===== config.mk =====
export PLATFORM = sky130hd
export DESIGN_NAME = pcg32_range_generator
export DESIGN_NICKNAME = d
export VERILOG_FILES = /design/src/sv/pcg32rg_pkg.sv /design/src/sv/pcg32rg_ctrl.sv /design/src/sv/pcg32rg_dp.sv /design/src/sv/pcg32_range_generator.sv
export SDC_FILE = /design/constraint.sdc
export NUM_CORES = 2
export LEC_CHECK = 0
export ABC_CLOCK_PERIOD_IN_PS = 24300
export BUFFER_PORTS_ARGS = -buffer_cell sky130_fd_sc_hd__buf_2
export CORE_MARGIN = 3
export CORE_UTILIZATION = 30
export DETAILED_ROUTE_END_ITERATION = 6
export PLACE_DENSITY = 0.47
export RECOVER_POWER = 25
export SLEW_MARGIN = 20
export SYNTH_ARGS = -nofsm -noshare
export SYNTH_HDL_FRONTEND = slang
export SYNTH_HIERARCHICAL = 1
export SYNTH_SLANG_ARGS = --single-unit

===== constraint.sdc =====
create_clock -name clk -period 24.3 [get_ports clk]
set_input_delay 4.86 -clock clk [delete_from_list [all_inputs] [get_ports clk]]
set_output_delay 4.86 -clock clk [all_outputs]
set_load 0.01 [all_outputs]

===== src/sv/pcg32rg_pkg.sv =====
// Package for the PCG32 XSH-RR range generator.
// Holds the payload and control types and the generator constants.
// No dependencies.
package pcg32rg_pkg;

  localparam logic [63:0] LCG_MULT   = 64'h5851_F42D_4C95_7F2D;
  localparam logic [32:0] RAW_FULL   = 33'h0_FFFF_FFFF;
  localparam logic [32:0] RAW_FULL2  = 33'h1_FFFF_FFFE;
  localparam logic [63:0] HALF_BIAS  = 64'h0000_0000_7FFF_FFFF;

  localparam logic [1:0] OP_ADVANCE = 2'd1;
  localparam logic [1:0] OP_LOAD    = 2'd2;

  typedef struct packed {
    logic [1:0]         opcode;
    logic [63:0]        load_value;
    logic signed [31:0] range_low;
    logic signed [31:0] range_high;
  } pcg_in_t;

  typedef struct packed {
    logic [31:0]        raw_number;
    logic signed [31:0] ranged_value;
    logic [63:0]        state_value;
  } pcg_out_t;

  typedef enum logic [3:0] {
    ST_IDLE,
    ST_M0,
    ST_M1,
    ST_M2,
    ST_M3,
    ST_INC,
    ST_PERM,
    ST_MAP,
    ST_DIV0,
    ST_DIV1,
    ST_DIV2,
    ST_FIN
  } ctrl_state_t;

  typedef enum logic [1:0] {
    MUL_SLO_MLO,
    MUL_SHI_MLO,
    MUL_SLO_MHI,
    MUL_RAW_MAG
  } mul_sel_t;

  typedef struct packed {
    logic     capture;
    logic     load_state;
    mul_sel_t mul_sel;
    logic     acc_set;
    logic     acc_addhi;
    logic     adv_state;
    logic     perm;
    logic     div0;
    logic     div1;
    logic     div2;
    logic     out_load;
  } dp_cmd_t;

  typedef struct packed {
    logic [1:0] opcode;
    logic       out_blocked;
  } dp_status_t;

endpackage


===== src/sv/pcg32rg_ctrl.sv =====
// Sequencer for the PCG32 range generator.
// Steps the datapath through advance, permute, map and output load.
// Depends on pcg32rg_pkg.
module pcg32rg_ctrl (
  input  logic                   clk,
  input  logic                   rst,
  input  logic                   in_valid,
  output logic                   in_stall,
  input  pcg32rg_pkg::dp_status_t sts,
  output pcg32rg_pkg::dp_cmd_t    cmd
);
  import pcg32rg_pkg::*;

  ctrl_state_t state;
  ctrl_state_t state_next;

  always_ff @(posedge clk) begin
    if (rst) begin
      state <= ST_IDLE;
    end else begin
      state <= state_next;
    end
  end

  always_comb begin
    state_next = state;
    cmd = '0;
    cmd.mul_sel = MUL_SLO_MLO;
    in_stall = (state != ST_IDLE);
    case (state)
      ST_IDLE: begin
        if (in_valid) begin
          cmd.capture = 1'b1;
          cmd.load_state = (sts.opcode == OP_LOAD);
          state_next = (sts.opcode == OP_ADVANCE) ? ST_M0 : ST_PERM;
        end
      end
      ST_M0: begin
        cmd.mul_sel = MUL_SLO_MLO;
        state_next = ST_M1;
      end
      ST_M1: begin
        cmd.mul_sel = MUL_SHI_MLO;
        cmd.acc_set = 1'b1;
        state_next = ST_M2;
      end
      ST_M2: begin
        cmd.mul_sel = MUL_SLO_MHI;
        cmd.acc_addhi = 1'b1;
        state_next = ST_M3;
      end
      ST_M3: begin
        cmd.acc_addhi = 1'b1;
        state_next = ST_INC;
      end
      ST_INC: begin
        cmd.adv_state = 1'b1;
        state_next = ST_PERM;
      end
      ST_PERM: begin
        cmd.perm = 1'b1;
        state_next = ST_MAP;
      end
      ST_MAP: begin
        cmd.mul_sel = MUL_RAW_MAG;
        state_next = ST_DIV0;
      end
      ST_DIV0: begin
        cmd.div0 = 1'b1;
        state_next = ST_DIV1;
      end
      ST_DIV1: begin
        cmd.div1 = 1'b1;
        state_next = ST_DIV2;
      end
      ST_DIV2: begin
        cmd.div2 = 1'b1;
        state_next = ST_FIN;
      end
      ST_FIN: begin
        if (!sts.out_blocked) begin
          cmd.out_load = 1'b1;
          state_next = ST_IDLE;
        end
      end
      default: begin
        state_next = ST_IDLE;
      end
    endcase
  end

endmodule


===== src/sv/pcg32rg_dp.sv =====
// Datapath for the PCG32 range generator: LCG state, shared 32x32
// multiplier, XSH-RR permutation, range mapping and output register.
// Depends on pcg32rg_pkg.
module pcg32rg_dp (
  input  logic                   clk,
  input  logic                   rst,
  input  logic                   cfg_wr_en,
  input  logic [63:0]            cfg_wr_data,
  input  pcg32rg_pkg::pcg_in_t    in_data,
  output logic                   out_valid,
  input  logic                   out_stall,
  output pcg32rg_pkg::pcg_out_t   out_data,
  input  pcg32rg_pkg::dp_cmd_t    cmd,
  output pcg32rg_pkg::dp_status_t sts
);
  import pcg32rg_pkg::*;

  logic [63:0] lcg;
  logic [63:0] inc;
  logic [63:0] acc;
  logic [63:0] mul_p;
  logic [31:0] mul_a;
  logic [31:0] mul_b;
  logic [31:0] lo;
  logic [31:0] hi;
  logic [31:0] raw;
  logic [31:0] mag;
  logic        neg;
  logic [63:0] n;
  logic [32:0] t;
  logic [31:0] q;
  logic [63:0] mix;
  logic [31:0] xs;
  logic [63:0] xs2;
  logic [31:0] perm_val;
  logic [31:0] diff;
  logic [1:0]  k;
  logic [31:0] off;

  always_comb begin
    mix = lcg ^ (lcg >> 18);
    xs = mix[58:27];
    xs2 = {xs, xs} >> lcg[63:59];
    perm_val = xs2[31:0];
    diff = hi - lo;
    if (t >= RAW_FULL2) begin
      k = 2'd2;
    end else if (t >= RAW_FULL) begin
      k = 2'd1;
    end else begin
      k = 2'd0;
    end
    off = neg ? (32'd0 - q) : q;
    case (cmd.mul_sel)
      MUL_SLO_MLO: begin
        mul_a = lcg[31:0];
        mul_b = LCG_MULT[31:0];
      end
      MUL_SHI_MLO: begin
        mul_a = lcg[63:32];
        mul_b = LCG_MULT[31:0];
      end
      MUL_SLO_MHI: begin
        mul_a = lcg[31:0];
        mul_b = LCG_MULT[63:32];
      end
      MUL_RAW_MAG: begin
        mul_a = raw;
        mul_b = mag;
      end
      default: begin
        mul_a = raw;
        mul_b = mag;
      end
    endcase
  end

  always_ff @(posedge clk) begin
    if (rst) begin
      inc <= 64'd1;
      lcg <= '0;
      out_valid <= 1'b0;
    end else begin
      if (cfg_wr_en) begin
        inc <= {cfg_wr_data[63:1], 1'b1};
      end
      if (cmd.capture && cmd.load_state) begin
        lcg <= in_data.load_value;
      end else if (cmd.adv_state) begin
        lcg <= acc + inc;
      end
      if (cmd.out_load) begin
        out_valid <= 1'b1;
      end else if (!out_stall) begin
        out_valid <= 1'b0;
      end
    end
  end

  always_ff @(posedge clk) begin
    mul_p <= mul_a * mul_b;
    if (cmd.capture) begin
      lo <= in_data.range_low;
      hi <= in_data.range_high;
    end
    if (cmd.acc_set) begin
      acc <= mul_p;
    end else if (cmd.acc_addhi) begin
      acc[63:32] <= acc[63:32] + mul_p[31:0];
    end
    if (cmd.perm) begin
      raw <= perm_val;
      neg <= diff[31];
      mag <= diff[31] ? (32'd0 - diff) : diff;
    end
    if (cmd.div0) begin
      n <= mul_p + HALF_BIAS;
    end
    if (cmd.div1) begin
      t <= {1'b0, n[63:32]} + {1'b0, n[31:0]};
    end
    if (cmd.div2) begin
      q <= n[63:32] + {30'd0, k};
    end
    if (cmd.out_load) begin
      out_data.raw_number <= raw;
      out_data.ranged_value <= off + lo;
      out_data.state_value <= lcg;
    end
  end

  assign sts.opcode = in_data.opcode;
  assign sts.out_blocked = out_valid && out_stall;

endmodule


===== src/sv/pcg32_range_generator.sv =====
// PCG32 XSH-RR random number generator with range mapping, top level.
// Input channel in_valid/in_stall/in_data carries opcode, load value and
// bounds; output channel out_valid/out_stall/out_data carries the raw
// 32-bit number, the mapped value and the 64-bit state.
// cfg_wr_en/cfg_wr_data write the stream increment (bit 0 forced high).
// One item is in work at a time. The result is registered after the
// permute, map and divide steps for peek and load, and after the LCG
// advance and those steps for advance; the next item is taken in the
// cycle after the result loads.
// The 64-bit LCG multiply runs as three passes of a shared 32x32
// multiplier, and the range mapping takes a fourth pass plus three
// add/compare steps for the exact divide by 2^32-1.
// The result waits in the output register while out_stall is high; a new
// item may be taken meanwhile, and its result is held back until the
// previous one transfers.
// Reset clears the state to zero and the increment to one, and empties
// the output register.
// Depends on pcg32rg_pkg, pcg32rg_ctrl and pcg32rg_dp.
module pcg32_range_generator (
  input  logic                 clk,
  input  logic                 rst,
  input  logic                 cfg_wr_en,
  input  logic [63:0]          cfg_wr_data,
  input  logic                 in_valid,
  output logic                 in_stall,
  input  pcg32rg_pkg::pcg_in_t  in_data,
  output logic                 out_valid,
  input  logic                 out_stall,
  output pcg32rg_pkg::pcg_out_t out_data
);
  import pcg32rg_pkg::*;

  dp_cmd_t    cmd;
  dp_status_t sts;

  pcg32rg_ctrl u_ctrl (
    .clk      (clk),
    .rst      (rst),
    .in_valid (in_valid),
    .in_stall (in_stall),
    .sts      (sts),
    .cmd      (cmd)
  );

  pcg32rg_dp u_dp (
    .clk         (clk),
    .rst         (rst),
    .cfg_wr_en   (cfg_wr_en),
    .cfg_wr_data (cfg_wr_data),
    .in_data     (in_data),
    .out_valid   (out_valid),
    .out_stall   (out_stall),
    .out_data    (out_data),
    .cmd         (cmd),
    .sts         (sts)
  );

  a_no_overwrite: assert property (@(posedge clk) disable iff (rst)
    cmd.out_load |-> !sts.out_blocked)
    else $error("result loaded over a pending result");

  a_busy_after_take: assert property (@(posedge clk) disable iff (rst)
    (in_valid && !in_stall) |=> in_stall)
    else $error("input not stalled after a transfer");

  a_valid_source: assert property (@(posedge clk) disable iff (rst)
    $rose(out_valid) |-> $past(cmd.out_load))
    else $error("output valid without a result load");

  a_capture_idle: assert property (@(posedge clk) disable iff (rst)
    cmd.capture |-> (in_valid && !in_stall))
    else $error("capture outside an input transfer");

endmodule

== Word level (Yosys, flattened, before mapping) ==
Index checks and enable logic that the tools add are counted.

* Add/sub/neg operators: 9
* $mul: 1
* Order comparisons: 2
* Equal/unequal tests: 19
* Shifts and indexed selects: 1
* Multiplexer cells: 28
* Bitwise gates (word level): 1
* Reduce and logical (&&, ||, !) cells: 11

{| class="wikitable"
|+ Operators with widths
! kind !! number
|-
| 32-bit case mux with 3 select lines || 2
|-
| 64-bit two-way mux || 2
|-
| 32-bit two-way mux || 3
|-
| 32-bit adder || 2
|-
| 64-bit by 31-bit adder with 64-bit output, second input constant || 1
|-
| 64-bit adder || 1
|-
| 32-bit by 32-bit multiplier with 64-bit output || 1
|-
| 64-bit by 5-bit >> shifter with 32-bit output || 1
|-
| 1-bit by 32-bit subtractor with 32-bit output, first input constant || 2
|-
| 59-bit by 46-bit XOR with 59-bit output || 1
|-
| 4-bit case mux with 12 select lines || 1
|-
| 32-bit by 32-bit adder with 33-bit output || 1
|-
| 33-bit by 32-bit >= comparator with 1-bit output, second input constant || 1
|-
| 33-bit >= comparator, second input constant || 1
|-
| 32-bit by 2-bit adder with 32-bit output || 1
|-
| 32-bit subtractor || 1
|-
| 31-bit two-way mux || 1
|-
| 4-bit by 3-bit equality test with 1-bit output, second input constant || 4
|-
| 4-bit equality test, second input constant || 4
|-
| 1-bit two-way mux || 12
|-
| 4-bit by 2-bit equality test with 1-bit output, second input constant || 2
|-
| 4-bit two-way mux || 2
|-
| 2-bit equality test, second input constant || 3
|-
| 2-bit two-way mux || 3
|-
| other kinds (13) || 19
|}

* Flip-flop bits (word level): 646
* Input bits: 199
* Output and inout bits: 130
* Word-level logic and storage cells: 91

== Longest topological paths before layout ==
* Word-level depth: 6
* Depth in mapped cells: 38
* Depth with buffers taken out: 33

== Cells and area by module ==
Netlist, hierarchy kept.

{| class="wikitable"
|+ Modules (own cells, without submodules)
! module !! times used !! cells an instance !! area an instance (µm²) !! sequential area each (µm²)
|-
| pcg32rg_dp || 1 || 7141 || 67552.3 || 17356.6
|-
| pcg32rg_ctrl || 1 || 49 || 370.4 || 80.1
|}

== Worst setup path before layout ==
No wires, ideal clock.

* Kind: input port to flip-flop
* Start: in out_stall
* End: reg u_dp.out_valid
* Setup time: 98 ps
* Arrival time: 14425 ps
* Required time: 24202 ps
* Path slack: 9777 ps
* Cell stages on the path: 3
* Buffers on the path: 0
* Cell sequence: and2_1 nor3_1 o21a_1

{| class="wikitable"
|+ RTL lines
! item !! line !! text
|-
| start: declaration || pcg32_range_generator.sv:28 || <nowiki>input logic out_stall,</nowiki>
|-
| end signal: assignment || pcg32rg_dp.sv:82 || <nowiki>out_valid <= 1'b0;</nowiki>
|-
| end signal: assignment || pcg32rg_dp.sv:93 || <nowiki>out_valid <= 1'b1;</nowiki>
|-
| end signal: assignment || pcg32rg_dp.sv:95 || <nowiki>out_valid <= 1'b0;</nowiki>
|-
| end: declaration || pcg32rg_dp.sv:10 || <nowiki>output logic out_valid,</nowiki>
|}

==> results.tsv <==
metric	value	unit
status	finished, violations left	
failing checks	max-capacitance violations, max-slew violations	
# setup viols final	0	
Root Buffer	clkbuf_16	
first-pass GRT wire length	399000	um
RSZ-0062 raised after global routing	no	
commonest cells in the netlist	inv_1, nor2_1, fa_1, nand2_1, ha_1	
Fillers	23108	
most frequent cell after synthesis	inv_1	
hold crit path type	flip-flop to flip-flop	
Post-CTS Setup Repair Bufs	0	
DP Cell Count	10331	
top-level port count	329	
Synth async-reset ratio	0	
Routed WL	282100	um
crit-path most repeated cell	fa_1	
Non-Filler Instances	10481	
TritonRoute pass-1 iters	6	
cts hold-fix bufs	0	
clk slew on worst S/H paths	60	ps
post-synthesis adder-cell area fraction	0.3497	
DIE AREA	0.2322	mm^2
Core ar.	0.2249	mm^2
Least-Margin Pin Slew	3910	ps
Synth Area in Simple Gates	0.1385	
number of synthesized flops with an enable pin	450	
Yosys top cell by area	fa_1	
Avg WL per Cell	26.91	um
# DRC	0	
Worst Reg-to-Reg Cells	30	
Distinct cells, synth	107	
setup TNS	0	ps
max_slew headroom	-1.607	
CTS Sinks	646	
TritonCTS clock tree	built	
Synth area leaders	fa_1, edfxtp_1, ha_1, dfxtp_1, inv_1	
post-synthesis mux area share	0.02975	
worst-path fanout max	62	
Worst-Skew Late Latency	700	ps
slowest CP cell	o21ai_4	
Ys Warns	6	
area grow syn2layout	11.57	%
Synth top area share	0.2659	
IO buf count	327	
Syn Area/Cell	9.447	um^2
maximum root-to-sink buffer count	3	
Detailed Route Iter0 Violations	4741	
Seq/Total Area, Yosys	0.2567	
total global routing overflow	0	
dpl hpwl	224200	um
max incr delay on CP	910	ps
Initial Util	0.3020	
max_cap viols	9	
Final Util	0.3370	
CP required	24860	ps
Yosys reg bits	646	
fin area	0.07578	mm^2
Final Hold Fails	0	
# rows	174	
kind of critical path	flip-flop to flip-flop	
Worst Path Arrival	12370	ps
final worst path period share	0.4857	
TritonCTS Buffers	74	
Layout Skew	48.24	ps
chip height	481.8	um
Post-Synth XOR/XNOR Area	0.05121	
CP Capture Type	flip-flop	
share of cells above drive strength 1	0.09124	
achievable frequency	84.73	MHz
CTS H-Tree Depth	3	
Chip Width	481.8	um
antenna viol nets, final	0	
initial antenna violation count	28	
largest family of logic cells by synthesized area	adder cells	
Tmin final	11800	ps
Gate Count Post-Synth	7190	
hold path cells	0	
Startpoint Class	flip-flop	
Primary FF master, synth	edfxtp_1	
syn nets	8746	
final net count	8971	
Compound-Gate Fraction of Synth Area	0.09949	
placed instance area	0.07335	mm^2
Vias	54317	
via/cell ratio	5.182	
largest net degree at the start of global routing	72	
mapped cell area	0.06792	mm^2
GRT Util Overall	0.2403	
post-CTS sizing	0	
Final Slew Violations	350	
vias in the first global route	54462	
Placer Congestion	0.9544	
per-stage QoR:
step / hold WS (ps) / setup slack (ps)
finish: 436.9 / 12500
global route: 465.5 / 12110
CTS: 437.7 / 12750
detailed placement: 423.2 / 12830
global placement: 416.5 / 12860
floorplan: 406.4 / 9777
layout make-up:
class,count,area [um^2],share of cell area
Tap cell,2992,3744,0.04940
Sequential cell,646,17440,0.2301
Clock inverter,45,535.5,0.007066
Clock buffer,91,1982,0.02615
Inverter,999,3750,0.04948
Antenna cell,14,35.03,0.0004623
Multi-Input combinational cell,5213,45620,0.6020
Timing Repair Buffer,481,2678,0.03533
critical path, delay by kind of cell (launching register included):
kind | cells | cell delay [ps]
XOR/XNOR | 1 | 140
AO/OA/AOI/OAI | 8 | 3060
adder cells (fa/ha/maj) | 9 | 4600
buffers and inverters | 6 | 2060
flip-flops | 1 | 520
AND/OR/NAND/NOR | 6 | 1190
path summary, 6_finish.rpt:
path	from	endpoint	slack, ps
max	u_ctrl/state[2]	u_dp/mul_p[56]	12500
min	u_dp/lcg[36]	u_dp/out_data[36]	440
max reg2reg	u_ctrl/state[2]	u_dp/mul_p[56]	12500
min reg2reg	u_dp/lcg[36]	u_dp/out_data[36]	440
metal layers:
layer | vias to the layer above | part of all wire | GRT usage
met1 | 27601 | 0.41 | 0.3100
li1 | 23909 | - | -
met4 | 10 | 0.073 | 0.1445
met5 | - | 0.00025 | 0
met2 | 2326 | 0.45 | 0.3792
met3 | 471 | 0.073 | 0.03827
flip-flops by register name, summed over array words and instances (netlist names):
name,flops
u_dp/inc,63
u_ctrl/state,4
u_dp/lo,32
u_dp/n,64
u_dp/mag,32
u_dp/t,33
u_dp/out_data,128
u_dp/mul_p,64
u_dp/neg,1
u_dp/raw,32
u_dp/out_valid,1
u_dp/acc,64
u_dp/hi,32
u_dp/lcg,64
u_dp/q,32
layout by cell type (no fill, tap or decap), types with 66 or more instances in the layout:
cell,synthesis,routed
nand3_1,74,74
mux2i_1,176,176
clkbuf_16,0,76
xnor2_1,265,265
buf_2,4,325
inv_1,994,994
fa_1,902,902
edfxtp_1,450,450
dfxtp_1,196,193
a21o_1,141,140
ha_1,455,455
nor3_1,68,66
buf_4,5,124
nand2_1,753,750
xor2_1,129,129
nor2_1,961,950
a21oi_1,355,343
o21ai_0,238,237
logic make-up (layout without fill, tap and decap cells):
logic type | count (synthesis) | count (layout)
and+or+nand+nor | 2189 | 2189
adders and majority gates | 1357 | 1357
buffers and inverters | 1331 | 1616
AOI/OAI and AO/OA | 1077 | 1077
DFF | 646 | 646
xor gates and xnor gates | 395 | 395
muxes | 195 | 195
other | 0 | 14
Power is left out: the tool's default activity adds up to more than one toggle a clock period on the data nets, which glitch-free logic cannot reach.
